`src/rtl/core/dssf_pkg.sv`:
```
// Package for the decimal seven-segment formatter.
// Holds the queued item type, the font lookup and the divide-by-ten constants.
// No dependencies.
`default_nettype none

package dssf_pkg;

  localparam int VALUE_W = 32;
  localparam int PAD_W   = 8;
  localparam int CFG_W   = 4;
  localparam int SEG_W   = 8;
  localparam int POS_W   = 3;

  localparam logic [CFG_W-1:0] DIGIT_COUNT_RESET = 4'd8;

  // floor(n / 10) == (n * RECIP) >> RECIP_SHIFT for every 32-bit n
  localparam logic [63:0] RECIP       = 64'h0000_0000_CCCC_CCCD;
  localparam int          RECIP_SHIFT = 35;

  typedef struct packed {
    logic [CFG_W-1:0]   digit_count;
    logic [PAD_W-1:0]   pad_pattern;
    logic [VALUE_W-1:0] value;
  } item_t;

  // Font: bit 7 DP, bits 6..0 segments A..G
  function automatic logic [SEG_W-1:0] glyph(input logic [3:0] digit);
    logic [SEG_W-1:0] seg;
    case (digit)
      4'd0:    seg = 8'h7E;
      4'd1:    seg = 8'h30;
      4'd2:    seg = 8'h6D;
      4'd3:    seg = 8'h79;
      4'd4:    seg = 8'h33;
      4'd5:    seg = 8'h5B;
      4'd6:    seg = 8'h5F;
      4'd7:    seg = 8'h70;
      4'd8:    seg = 8'h7F;
      4'd9:    seg = 8'h7B;
      default: seg = 8'h00;
    endcase
    return seg;
  endfunction

endpackage

`default_nettype wire

```
`src/rtl/core/dssf_front.sv`:
```
// Front stage: accepts input words, snapshots the digit count and drops
// numbers that produce no digits. Depends on dssf_pkg.
`default_nettype none

module dssf_front (
  input  wire logic                          clk,
  input  wire logic                          rst,
  input  wire logic                          in_valid,
  output logic                               in_ready,
  input  wire logic [dssf_pkg::VALUE_W-1:0]  in_value,
  input  wire logic [dssf_pkg::PAD_W-1:0]    in_pad,
  input  wire logic [dssf_pkg::CFG_W-1:0]    digit_count,
  output logic                               push,
  output dssf_pkg::item_t                    push_item,
  input  wire logic                          push_ready
);

  logic            stage_valid;
  dssf_pkg::item_t stage_item;
  logic            accept;

  assign in_ready  = !stage_valid || push_ready;
  assign accept    = in_valid && in_ready;
  assign push      = stage_valid && push_ready;
  assign push_item = stage_item;

  always_ff @(posedge clk) begin
    if (rst) begin
      stage_valid <= 1'b0;
    end else if (accept) begin
      // drop numbers with a zero digit count here
      stage_valid <= (digit_count != '0);
    end else if (push) begin
      stage_valid <= 1'b0;
    end
  end

  always_ff @(posedge clk) begin
    if (accept) begin
      stage_item.value       <= in_value;
      stage_item.pad_pattern <= in_pad;
      stage_item.digit_count <= digit_count;
    end
  end

  a_stage_nonzero: assert property (@(posedge clk) disable iff (rst)
    stage_valid |-> (stage_item.digit_count != '0))
    else $error("front stage holds a number with zero digit count");

  a_no_push_after_reset: assert property (@(posedge clk)
    rst |=> !stage_valid)
    else $error("front stage valid right after reset");

  a_push_blocks_input: assert property (@(posedge clk) disable iff (rst)
    (stage_valid && !push_ready) |-> !in_ready)
    else $error("front accepts while stage is full and queue is stalled");

endmodule

`default_nettype wire

```
`config.mk`:
```
export PLATFORM = sky130hd
export DESIGN_NAME = dssf_front
export DESIGN_NICKNAME = d
export VERILOG_FILES = /design/src/rtl/core/dssf_pkg.sv /design/src/rtl/core/dssf_front.sv
export SDC_FILE = /design/constraint.sdc
export NUM_CORES = 1
export LEC_CHECK = 0
export CORE_ASPECT_RATIO = 1.1
export CORE_MARGIN = 3
export CORE_UTILIZATION = 45
export CTS_CLUSTER_DIAMETER = 200
export DETAILED_ROUTE_END_ITERATION = 10
export DONT_BUFFER_PORTS = 1
export PLACE_DENSITY = 0.66
export SLEW_MARGIN = 20
export SYNTH_ARGS = -nofsm -noshare
export SYNTH_HDL_FRONTEND = slang
export SYNTH_SLANG_ARGS = --single-unit
```
`constraint.sdc`:
```
create_clock -name clk -period 2.9 [get_ports clk]
set_input_delay 0.435 -clock clk [delete_from_list [all_inputs] [get_ports clk]]
set_output_delay 0.435 -clock clk [all_outputs]
set_load 0.02 [all_outputs]
```
==> impl_metrics.toml <==
[yosys]
syn_inst = 50
ys_ff_latch = 45
synth_fp_nets = 98
synth_area_sq_mm = 0.00138
seq_area_frac_synth_pct = 97.1
synth_warnings = 0
yosysUniqueCellTypes = 6
synth_area_per_cell_sq_um = 27.6

[final_layout]
final_cell_mix = "44 x edfxtp_1, 5 x clkbuf_4, 2 x bufinv_16"
layout.nets = 106
multi_input_area_sq_um = 41.3
final_common_cell = "edfxtp_1"
synthToLayoutAreaGrowth_pct = 11.1
seq_area_sq_mm = 0.00134
antenna_cells = 0
drive_above_1_share_pct = 18.6
design_area_sq_mm = 0.00153
nFillCells = 228

[die]
die_x_um = 58.8
rows = 20
pin_count = 94
fp.dieH_um = 64.1
die_area_sq_mm = 0.00377
core_sq_mm = 0.00285
floorplan.initialDensity_pct = 48.4

[clock_tree]
cts-root-buf = "clkbuf_4"
post-cts-setup-buffer-count = 0
insertion_delay_ps = 340
cts_tree = "done"
cts_sinks = 45
hold_buffers = 0
clockBufferDepth = 2
htreeDepth = 2
ctsResizeCount = 0
clk_pin_slew_worst_paths_ps = 120
cts_buffers = 5

[setup_path]
slowest_delay_ps = 440
critPathKind = "flop to flop"
endpoint_kind = "flop"
crit_chain = "nand2b_1 > and2_2 > buf_4"
cp_max_fo = 28
critPathTopFamily = "simple AND/OR/NAND/NOR gates"
critPathBufInv = 1
worst_setup_path_start_kind = "flop"
slowest_stage = "and2_2"
cp.arrival_ps = 1740
critPathRequiredTime_ps = 2920

[drt]
wl_per_cell_um = 25.7
ant_nets = 0
detailedRoute.firstPassIterationCount = 4
drt-total-wl_um = 2360
drtIter0Drc = 11
viasPerCell = 5.60
num_vias = 515
drc = 0

[timing]
timing.setup.tns_ps = 0
rsz0062_at_grt = "no"
finClkSkew_ps = 9.36
timing.final.ws_setup_ps = 1180
timing.final.max_slew_violations = 0
tightest_slew_ps = 368
max_slew_margin_pct = 75.5
fmax_mhz = 582
fin_crit_ps = 1720
fin_crit_sh_pct = 59.2
hold_viol = 0
setup_viol = 0

[global_routing]
gr-total-overflow = 0
antenna_found_initial = 1
grt_max_degree = 29
grt_pass1_wl_um = 3370
grtUsageTotal_pct = 13.3
grt_pass1_vias = 571

[power]
power.density_mw_per_mm2 = 841
p_leak_nw = 0.508
irDropWorstVdd_mv = 0.538

[placed_design]
post_dp_cell_area_sq_mm = 0.00143
gp_congestion = 0.659
port_buffers = 0
place_ws_ps = 991

[status]
status = "completed"

[run]
maxCapViolCount = 0

[worst_hold_path]
holdCritPathClass = "primary input to flop"
-- stage by stage --
step | total power, mW | cells | utilization, % | hold slack [ps]
3_3_place_gp | 0.858 | 84 | 50.2 | 506
2_1_floorplan | 0.849 | 50 | - | 504
3_5_place_dp | 0.861 | 84 | 50.2 | 510
4_1_cts | 1.30 | 92 | 53.8 | 142
5_1_grt | 1.34 | 92 | 53.8 | 120
6_report | 1.29 | 92 | 53.8 | 156
-- final cells by class --
| type | count | share of cell area [%] |
|---|---|---|
| tap | 33 | 2.69 |
| sequential | 45 | 87.4 |
| multi-input combinational | 5 | 2.69 |
| clock buffer | 5 | 2.45 |
| clock inverter | 3 | 4.24 |
| timing repair buffer | 1 | 0.489 |
-- layer usage --
metal	global-route usage, %	part of all wire, %	up-vias
met5	0	0.55	-
met4	4.25	0.97	2
met3	11.7	15	4
met2	22.8	57	51
met1	10.6	27	242
li1	-	-	216
-- logic make-up after synthesis --
| kind of cell | synth area share [%] |
|---|---|
| AND/OR/NAND/NOR | 1.36 |
| flip-flops | 97.1 |
| AO/OA/AOI/OAI | 1.54 |
-- power by group --
group | leakage [nW] | internal (mW) | switching (mW)
sequential | 0.434 | 0.763 | 0.0600
combinational | 0.0187 | 0.00361 | 0.0173
clock | 0.0552 | 0.267 | 0.180
-- sequential cells by signal (all words and copies together) (netlist names) --
name,cells
stage_valid,1
push_item,44
-- cell usage after synthesis --
| master | instances | area [sq um] |
|---|---|---|
| edfxtp_1 | 44 | 1320 |
| and2_1 | 2 | 12.5 |
| a21oi_1 | 1 | 5.00 |
| dfxtp_1 | 1 | 20.0 |
| nand2b_1 | 1 | 6.26 |
| o41ai_2 | 1 | 16.3 |
-- worst register-to-register path, stage by stage (launching register included) --
cell      delay, ps
dfxtp_1         330
nand2b_1        230
and2_2          440
buf_4           400
-- path summary, 6_finish.rpt --
check | start | end | slack (ps) | cells after the start
setup / recovery | stage_valid$_SDFFE_PP0P_ | push_item[0]$_DFFE_PP_ | 1180 | 3
hold / removal | rst | stage_valid$_SDFFE_PP0P_ | 160 | 1
setup reg to reg | stage_valid$_SDFFE_PP0P_ | push_item[0]$_DFFE_PP_ | 1180 | 3
hold reg to reg | stage_valid$_SDFFE_PP0P_ | stage_valid$_SDFFE_PP0P_ | 690 | 2
Power figures use the tool's default switching activity.
