==> src/rtl/core/dssf_pkg.sv <==
// Package for the decimal seven-segment formatter.
// Holds the queued item type, the font lookup and the divide-by-ten constants.
// No dependencies.
`default_nettype none

package dssf_pkg;

  localparam int VALUE_W = 32;
  localparam int PAD_W   = 8;
  localparam int CFG_W   = 4;
  localparam int SEG_W   = 8;
  localparam int POS_W   = 3;

  localparam logic [CFG_W-1:0] DIGIT_COUNT_RESET = 4'd8;

  // floor(n / 10) == (n * RECIP) >> RECIP_SHIFT for every 32-bit n
  localparam logic [63:0] RECIP       = 64'h0000_0000_CCCC_CCCD;
  localparam int          RECIP_SHIFT = 35;

  typedef struct packed {
    logic [CFG_W-1:0]   digit_count;
    logic [PAD_W-1:0]   pad_pattern;
    logic [VALUE_W-1:0] value;
  } item_t;

  // Font: bit 7 DP, bits 6..0 segments A..G
  function automatic logic [SEG_W-1:0] glyph(input logic [3:0] digit);
    logic [SEG_W-1:0] seg;
    case (digit)
      4'd0:    seg = 8'h7E;
      4'd1:    seg = 8'h30;
      4'd2:    seg = 8'h6D;
      4'd3:    seg = 8'h79;
      4'd4:    seg = 8'h33;
      4'd5:    seg = 8'h5B;
      4'd6:    seg = 8'h5F;
      4'd7:    seg = 8'h70;
      4'd8:    seg = 8'h7F;
      4'd9:    seg = 8'h7B;
      default: seg = 8'h00;
    endcase
    return seg;
  endfunction

endpackage

`default_nettype wire

==> src/rtl/core/dssf_queue.sv <==
// Two-entry queue between the front stage and the digit sequencer.
// Depends on dssf_pkg.
`default_nettype none

module dssf_queue (
  input  wire logic            clk,
  input  wire logic            rst,
  input  wire logic            push,
  input  wire dssf_pkg::item_t push_item,
  output logic                 push_ready,
  input  wire logic            pop,
  output dssf_pkg::item_t      pop_item,
  output logic                 pop_valid
);

  localparam int DEPTH = 2;

  dssf_pkg::item_t entries [DEPTH];
  logic            wr_ptr;
  logic            rd_ptr;
  logic [1:0]      fill;

  assign push_ready = (fill != 2'(DEPTH));
  assign pop_valid  = (fill != 2'd0);
  assign pop_item   = entries[rd_ptr];

  always_ff @(posedge clk) begin
    if (rst) begin
      wr_ptr <= 1'b0;
      rd_ptr <= 1'b0;
      fill   <= 2'd0;
    end else begin
      if (push) begin
        wr_ptr <= !wr_ptr;
      end
      if (pop) begin
        rd_ptr <= !rd_ptr;
      end
      if (push && !pop) begin
        fill <= fill + 2'd1;
      end else if (pop && !push) begin
        fill <= fill - 2'd1;
      end
    end
  end

  always_ff @(posedge clk) begin
    if (push) begin
      entries[wr_ptr] <= push_item;
    end
  end

  a_no_overflow: assert property (@(posedge clk) disable iff (rst)
    push |-> (fill != 2'(DEPTH)))
    else $error("push into full queue");

  a_no_underflow: assert property (@(posedge clk) disable iff (rst)
    pop |-> (fill != 2'd0))
    else $error("pop from empty queue");

  a_fill_bound: assert property (@(posedge clk) disable iff (rst)
    fill <= 2'(DEPTH))
    else $error("queue fill count out of range");

endmodule

`default_nettype wire

==> config.mk <==
export PLATFORM = sky130hd
export DESIGN_NAME = dssf_queue
export DESIGN_NICKNAME = d
export VERILOG_FILES = /design/src/rtl/core/dssf_pkg.sv /design/src/rtl/core/dssf_queue.sv
export SDC_FILE = /design/constraint.sdc
export NUM_CORES = 1
export LEC_CHECK = 0
export BUFFER_PORTS_ARGS = -buffer_cell sky130_fd_sc_hd__buf_4
export CAP_MARGIN = 20
export CORE_MARGIN = 3
export CORE_UTILIZATION = 35
export DETAILED_ROUTE_END_ITERATION = 8
export PLACE_DENSITY = 0.64
export SKIP_CTS_REPAIR_TIMING = 1
export SYNTH_ARGS = -nofsm -noshare
export SYNTH_HDL_FRONTEND = slang
export SYNTH_SLANG_ARGS = --single-unit
==> constraint.sdc <==
create_clock -name clk -period 3.3 [get_ports clk]
set_clock_uncertainty 0.1 [all_clocks]
set_input_delay 0.495 -clock clk [delete_from_list [all_inputs] [get_ports clk]]
set_output_delay 0.495 -clock clk [all_outputs]
set_load 0.005 [all_outputs]
==> results.yml, run 1 <==
worst_setup_path:
  cp_max_fo: 44
  start_kind: "flip-flop"
  r2r_start: "wr_ptr"
  worstSetupEndpointType: "output port"
  required_ns: 2.70
  cp_data_arrival_time_ns: 1.48
  path_class: "flip-flop to output port"
sta:
  drv_slew: 0
  period_share_pct: 62.92
  tightest_slew_ns: 0.5159
  setup_viol: 0
  final_hold_viol_count: 0
  setup-tns-final_ns: 0
  fmax_ghz: 0.4816
  slew_headroom_pct: 65.61
  min_period_ns: 2.077
  rsz0062_at_grt: "false"
cts:
  htree_levels: 3
  clk_pin_slew_ns: 0.09
  clkLatencyLatePin_ns: 0.33
  cts_buffers: 9
  clkSinkCount: 93
  cts_root_buffer: "clkbuf_8"
  cts.path.max_buffers: 2
  cts_tree: "yes"
grt:
  grt_pass1_wl_um: 8645
  antenna_found_initial: 0
  grt_max_degree: 45
  grt_usage_pct: 10.26
  gr-total-overflow: 0
  first_global_vias: 1746
power:
  powerDensity_nw_per_um2: 553.2
  leakage_nw: 1.670
  peakVddDrop_mv: 0.2788
cells_and_area:
  final_area_um2: 4466
  multi_input_area_um2: 608.1
  diodes: 0
  synthToLayoutAreaGrowth_pct: 31.50
  regArea_um2: 2744
  nets: 311
  fin_util_pct: 47.87
  fillCellCount: 803
  drive_gt1_share_pct: 42.32
detailed_routing:
  vias: 1716
  first_iter_violations: 51
  post_drt_via_cell_ratio: 4.333
  drt_wl_total_um: 5710
  drtPass1Iterations: 4
  drt-wirelength-per-cell_um: 14.42
  ant_nets: 0
  drc: 0
placement:
  gp_congestion: 0.6396
  post-dp-hpwl_um: 3693
  portBuffers: 93
  dpl_cell_area_um2: 4258
logic_synthesis:
  ys.flop_type: "edfxtp_1"
  synthTopCellsByArea: "edfxtp_1 (78%), mux2_1 (15%), dfxtp_1 (2.9%)"
  synth-seq-cells: 93
  synth_edf_count: 88
  syn_nets: 208
  yosysTopAreaCellShare_pct: 77.82
  synth.most_common_cell: "edfxtp_1"
  synthArstFlopShare_pct: 0
  synth_area_leader_cell: "edfxtp_1"
  netlist_area_um2: 3396
  yosys_warnings: 0
  yosysUniqueCellTypes: 17
  avgSynthCellArea_um2: 21.36
  synth_common_cells: "edfxtp_1 (88), mux2_1 (44), dfxtp_1 (5)"
  netlist_instances: 159
  synth-seq-area-share_pct: 80.77
floorplan:
  core_region_area_um2: 9328
  die_h_um: 104.5
  io_pins: 94
  die_w_um: 104.5
  std_cell_rows: 35
  die_area_um2: 10920
  initial_utilization_pct: 36.41
run:
  max_cap_violations: 0
hold_path:
  holdCritStartpoint: "push_item[24]"
  hold_path.class: "input pin to flip-flop"
outcome:
  status: "finished clean"
[flip-flops by register name (all words and copies together) (netlist names), named ones only]
register and count:
entries 88, rd_ptr 1, fill 2, wr_ptr 1
[power breakdown]
group / leakage (nW) / internal (mW) / switching [mW] / total (mW)
clock: 0.101 / 0.427 / 0.356 / 0.783
combinational: 0.702 / 0.169 / 0.129 / 0.298
sequential: 0.868 / 1.37 / 0.0174 / 1.39
[worst max-delay path, stage by stage, from the launching register on]
cell     delay, ns
dfxtp_2       0.34
buf_12        0.26
mux2_1        0.39
buf_4         0.15
[cell families after synthesis]
family,after synthesis,synth area share [%]
XOR/XNOR,4,1.032
AND/OR/NAND/NOR,9,1.364
multiplexers,44,14.59
adder cells (fa/ha/maj),1,0.3684
buffers and inverters,6,1.584
flip-flops,93,80.77
AO/OA/AOI/OAI,2,0.2945
[metal layers]
layer	wire length [um]	global-route usage [%]
met3	375	3.476
met2	2851	16.79
met1	2392	12.27
met5	0	0
met4	91	4.558
[stage by stage]
step	cells	power, mW	setup slack (ns)	hold WS (ns)
global route	396	2.581	1.147	0.2046
global placement	380	1.717	1.295	0.3832
CTS	396	2.512	1.179	0.2071
finish	396	2.470	1.223	0.2313
detailed placement	380	1.722	1.277	0.3939
floorplan	159	1.545	0.2940	0.3607
[layout make-up]
cell class / count / area share, %
Sequential cell: 93 / 61.45
Timing Repair Buffer: 97 / 16.59
Multi-Input combinational cell: 60 / 13.62
Tap cell: 129 / 3.614
Clock buffer: 12 / 3.026
Clock inverter: 4 / 1.625
Inverter: 1 / 0.08406
[final timing paths]
path / end / slack (ns) / depth (start not counted)
max: pop_item[35] / 1.22 / 3
min: entries[0][24] / 0.23 / 1
max reg2reg: entries[1][30] / 1.52 / 2
min reg2reg: fill[1] / 0.41 / 2
[placed cells by master, fill, tap and decap left out, types with 2 or more instances in the layout]
cell       count
buf_4         96
bufinv_16      2
clkbuf_1       3
clkbuf_8       9
dfxtp_1        4
edfxtp_1      88
mux2_1        44
nor2_1         4
xnor2_1        2
xor2_1         2
No activity file was read; power rests on OpenSTA's default activity.
==> run 2, diff against run 1 <==
- ABC_AREA: default -> 1
- PLACE_DENSITY: 0.64 -> 0.66
- clock period: 3.3 -> 1.7 ns (I/O delays scaled with it)
==> run 2 against run 1 <==
Effect of this change:
- worst hold slack lost 0.15 ns
- first-iteration DRC count up 20%
- synthesized cell count grew 6.9%
- largest power group unchanged
- critical path depth is 1 higher
- the run now ends with negative setup slack left
- utilization increased by 6.9 points
==> results.yml, run 2 <==
placement:
  gp_congestion: 0.6445
  post-dp-hpwl_um: 4216
  portBuffers: 93
  pre_cts_ws_ns: 0.1775
  dpl_cell_area_um2: 4522
detailed_routing:
  drt-wirelength-per-cell_um: 14.54
  drtPass1Iterations: 4
  ant_nets: 0
  drc: 0
  vias: 1986
  post_drt_via_cell_ratio: 4.253
  drt_wl_total_um: 6790
  first_iter_violations: 61
sta:
  drv_slew: 0
  tightest_slew_ns: 0.2050
  period_share_pct: 105.4
  final_hold_viol_count: 0
  min_period_ns: 1.792
  setup_viol: 42
  fmax_ghz: 0.5581
  slew_headroom_pct: 86.34
  whs_ns: 0.07897
  fin_ws_ns: -0.09185
  rsz0062_at_grt: "true"
outcome:
  violations: "negative setup slack"
  status: "complete, but fails checks"
cts:
  cts_buffers: 9
  cts.path.max_buffers: 2
  clkLatencyLatePin_ns: 0.34
  cts_tree: "yes"
  htree_levels: 3
  cts_root_buffer: "clkbuf_8"
  clkSinkCount: 93
  clk_pin_slew_ns: 0.08
logic_synthesis:
  yosysUniqueCellTypes: 16
  yosysTopAreaCellShare_pct: 73.28
  synth_area_leader_cell: "edfxtp_1"
  synth-seq-area-share_pct: 76.06
  synth_top_family_by_area: "multiplexers"
  synth_common_cells: "edfxtp_1 (88), mux2_4 (40), inv_1 (9)"
  synth_mux_area_share_pct: 17.90
  syn_nets: 219
  synth-compound-area-share_pct: 0.2776
  synthTopCellsByArea: "edfxtp_1 (73%), mux2_4 (17%), dfxtp_1 (2.8%)"
  synthArstFlopShare_pct: 0
  synth_edf_count: 88
  synth.most_common_cell: "edfxtp_1"
  yosys_warnings: 0
  yosys.area_share.simple_pct: 1.700
  netlist_instances: 170
  synth_xor_area_share_pct: 0.2429
  netlist_area_um2: 3606
  ys.flop_type: "edfxtp_1"
  synth_fa_ha_area_share_pct: 0.3470
  synth-seq-cells: 93
  avgSynthCellArea_um2: 21.21
cells_and_area:
  nets: 378
  drive_gt1_share_pct: 50.00
  top_register: "entries"
  final_area_um2: 5425
  final_cell_mix: "edfxtp_1 (88), buf_4 (61), dlygate4sd3_1 (45)"
  final_common_cell: "edfxtp_1"
  largest_reg_flops: 88
  synthToLayoutAreaGrowth_pct: 50.45
  reg_top3: "entries: 88 flops, fill: 2 flops"
  diodes: 0
floorplan:
  die_h_um: 107.5
  die_w_um: 107.5
  core_region_area_um2: 9910
  initial_utilization_pct: 36.39
  die_area_um2: 11560
  io_pins: 94
  std_cell_rows: 36
worst_setup_path:
  path_class: "flip-flop to output port"
  cp_max_fo: 7
  start_kind: "flip-flop"
  required_ns: 1.34
  worstSetupEndpointType: "output port"
  cp_data_arrival_time_ns: 1.44
grt:
  grt_max_degree: 31
  antenna_found_initial: 0
  gr-total-overflow: 0
  grt_pass1_wl_um: 9335
  first_global_vias: 1903
  grt_usage_pct: 10.75
hold_path:
  hold_path.class: "input pin to flip-flop"
power:
  powerDensity_nw_per_um2: 913.2
  leakage_nw: 2.158
  peakVddDrop_mv: 0.3946
run:
  max_cap_violations: 0
run 2: cell types whose count changed after synthesis, moves of 2 or more:
cell     before  now
nand2_1       0    7
mux2_2        0    4
mux2_4        0   40
buf_12        0    4
buf_6         4    1
xor2_1        2    0
inv_1         1    9
mux2_1       44    0
run 2: path summary, 6_finish.rpt:
path,slack [ns],endpoint,start,cells after the start
setup / recovery,-0.09,pop_item[13],flip-flop,4
setup reg to reg,0.48,entries[1][32],wr_ptr,3
hold / removal,0.08,rd_ptr,pop,3
hold reg to reg,0.42,rd_ptr,rd_ptr,2
run 2: worst max-delay path: stages, from the launching register on:
cell       delay (ns)
dfxtp_4          0.36
buf_12           0.15
clkbuf_16        0.16
mux2_4           0.30
buf_6            0.12
run 2: routing by layer:
metal | share of wire (%) | up-vias | global-route usage (%)
li1 | - | 962 | -
met1 | 42 | 955 | 12.28
met2 | 51 | 61 | 17.58
met3 | 6.1 | 8 | 4.619
met4 | 1.1 | 0 | 4.599
met5 | 0 | - | 0
run 2: cells by family after synthesis:
family,Yosys count
adders and majority gates,1
muxes,44
DFF,93
xor gates and xnor gates,1
AOI/OAI and AO/OA,2
buffers and inverters,14
and+or+nand+nor,15
run 2: final cells by class:
type | instances | area (um2)
timing repair buffer | 153 | 1544
tap | 133 | 166.4
inverter | 9 | 37.54
clock inverter | 6 | 53.80
fill | 824 | 4484
clock buffer | 10 | 127.6
sequential | 93 | 2746
multi-input combinational | 63 | 749.5
run 2: through the flow:
step / util, % / total power [mW] / setup TNS, ns / std cells
2_1_floorplan: - / 3.092 / 0 / 170
3_3_place_gp: 45.63 / 3.419 / 0 / 398
3_5_place_dp: 45.63 / 3.436 / 0 / 398
4_1_cts: 47.46 / 4.806 / -6.973 / 414
5_1_grt: 54.75 / 5.178 / -5.556 / 467
6_report: 54.75 / 4.954 / -3.017 / 467
run 2: report_power, final:
group / switching (mW) / internal, mW
clock network: 0.699 / 0.663
logic: 0.313 / 0.601
registers: 0.0352 / 2.64
==> run 3, diff against run 2 <==
- BUFFER_PORTS_ARGS: -buffer_cell sky130_fd_sc_hd__buf_4 -> default
- DONT_BUFFER_PORTS: default -> 1
- PLACE_DENSITY: 0.66 -> 0.58
==> run 3 against run 2 <==
Effect of this change:
- the run now ends clean
- global-route usage down 0.11 points
- fmax up 7.4%
- total power down 9.1%
- wire length down 8.4%
- critical path type unchanged
- largest cell class unchanged
- largest power group unchanged
==> results.yml, run 3 (same netlist as run 2, synthesis figures left out) <==
sta:
  period_share_pct: 98.11
  rsz0062_at_grt: "true"
  final_hold_viol_count: 0
  tightest_slew_ns: 0.2077
  slew_headroom_pct: 86.15
  fmax_ghz: 0.5995
  setup_viol: 0
  whs_ns: 0.07602
  setup-tns-final_ns: 0
  fin_ws_ns: 0.03208
  drv_slew: 0
  min_period_ns: 1.668
worst_setup_path:
  path_class: "flip-flop to output port"
  cp_max_fo: 12
  slowest_stage: "dfxtp_4"
  required_ns: 1.34
  start_kind: "flip-flop"
  r2r_slack_ns: 0.40
  cp_data_arrival_time_ns: 1.31
  slowest_delay_ns: 0.43
  r2r_cells: 3
  crit_chain: "clkbuf_16 -> mux2_4"
  path_buf_inv: 1
  path_delay_family: "flip-flops"
  worstSetupEndpointType: "output port"
  r2r_start: "rd_ptr"
detailed_routing:
  post_drt_via_cell_ratio: 4.497
  drtPass1Iterations: 6
  drc: 0
  drt-wirelength-per-cell_um: 16.80
  vias: 1664
  first_iter_violations: 68
  drt_wl_total_um: 6217
  ant_nets: 0
power:
  leakage_nw: 1.626
  p_clk_share_pct: 28.0
  power.share.combinational_pct: 12.4
  switchingPower_mw: 1.015
  powerDensity_nw_per_um2: 1000
  sw_frac_of_total_pct: 22.54
  peakVddDrop_mv: 0.5188
  intPower_mw: 3.489
  pwr-share-seq_pct: 59.5
cells_and_area:
  top_register: "entries"
  synthToLayoutAreaGrowth_pct: 24.91
  final_common_cell: "edfxtp_1"
  drive_gt1_share_pct: 28.69
  nets: 281
  fillCellCount: 881
  diodes: 0
  reg_top3: "entries: 88 flops, fill: 2 flops"
  regArea_um2: 2746
  largest_reg_flops: 88
  final_area_um2: 4504
  multi_input_area_um2: 760.7
  final_cell_mix: "edfxtp_1 (88), dlygate4sd3_1 (48), mux2_4 (44)"
floorplan:
  die_h_um: 107.5
  die_w_um: 107.5
  std_cell_rows: 36
  io_pins: 94
  initial_utilization_pct: 36.39
  die_area_um2: 11560
  core_region_area_um2: 9910
cts:
  htree_levels: 3
  clkSinkCount: 93
  clk_pin_slew_ns: 0.09
  clkLatencyLatePin_ns: 0.34
  cts.path.max_buffers: 2
  cts_buffers: 9
  cts_tree: "yes"
  cts_root_buffer: "clkbuf_8"
grt:
  antenna_found_initial: 0
  gr-total-overflow: 0
  grt_max_degree: 33
  grt_pass1_wl_um: 9011
  first_global_vias: 1609
  grt_usage_pct: 10.64
placement:
  gp_congestion: 0.6202
  dpl_cell_area_um2: 3791
  post-dp-hpwl_um: 3712
  portBuffers: 0
  pre_cts_ws_ns: 0.3789
hold_path:
  holdPathStages: 2
  holdCritStartpoint: "push"
  min_to: "fill[0]"
  hold_path.class: "input pin to flip-flop"
run:
  max_cap_violations: 0
outcome:
  status: "finished clean"
-- run 3: layout make-up --
type,instances,area share (%)
multi-input combinational,63,16.89
sequential,93,60.97
clock buffer,10,2.833
tap,133,3.694
timing repair buffer,56,13.89
inverter,9,0.8333
clock inverter,6,0.8889
-- run 3: worst max path at each step --
stage	end	cells past startpoint	slack (ns)	start
CTS	pop_item[41]	2	-0.03	flip-flop
detailed placement	pop_item[41]	2	0.38	flip-flop
global route	pop_item[21]	2	-0.03	flip-flop
finish	pop_item[38]	2	0.03	flip-flop
floorplan	entries[1][0]	2	0.15	wr_ptr
global placement	pop_item[41]	2	0.39	flip-flop
-- run 3: power by group through the flow --
stage / sequential, mW / clock [mW] / combinational (mW)
6_report: 2.68 / 1.26 / 0.560
5_1_grt: 2.70 / 1.43 / 0.609
4_1_cts: 2.68 / 1.34 / 0.434
3_5_place_dp: 2.73 / 0 / 0.433
3_3_place_gp: 2.73 / 0 / 0.430
2_1_floorplan: 2.72 / 0 / 0.371
-- run 3: routing by layer --
metal  track usage (%)  up-vias  share of wire [%]
li1                  -      764                  -
met3             6.299        7                8.0
met1             12.07      835                 41
met4             3.787        0               0.66
met2             16.61       58                 50
met5                 0        -                  0
-- run 3: worst register-to-register path, cell delays in order (launching register included) --
cell and delay (ns):
dfxtp_1 0.32, xnor2_1 0.19, nor2_1 0.06, dlygate4sd3_1 0.55
-- run 3: stage by stage --
step / total power, mW / cells / utilization, %
floorplan: 3.092 / 170 / -
global placement: 3.156 / 304 / 38.26
detailed placement: 3.165 / 304 / 38.26
CTS: 4.453 / 320 / 39.95
global route: 4.738 / 370 / 45.45
finish: 4.505 / 370 / 45.45
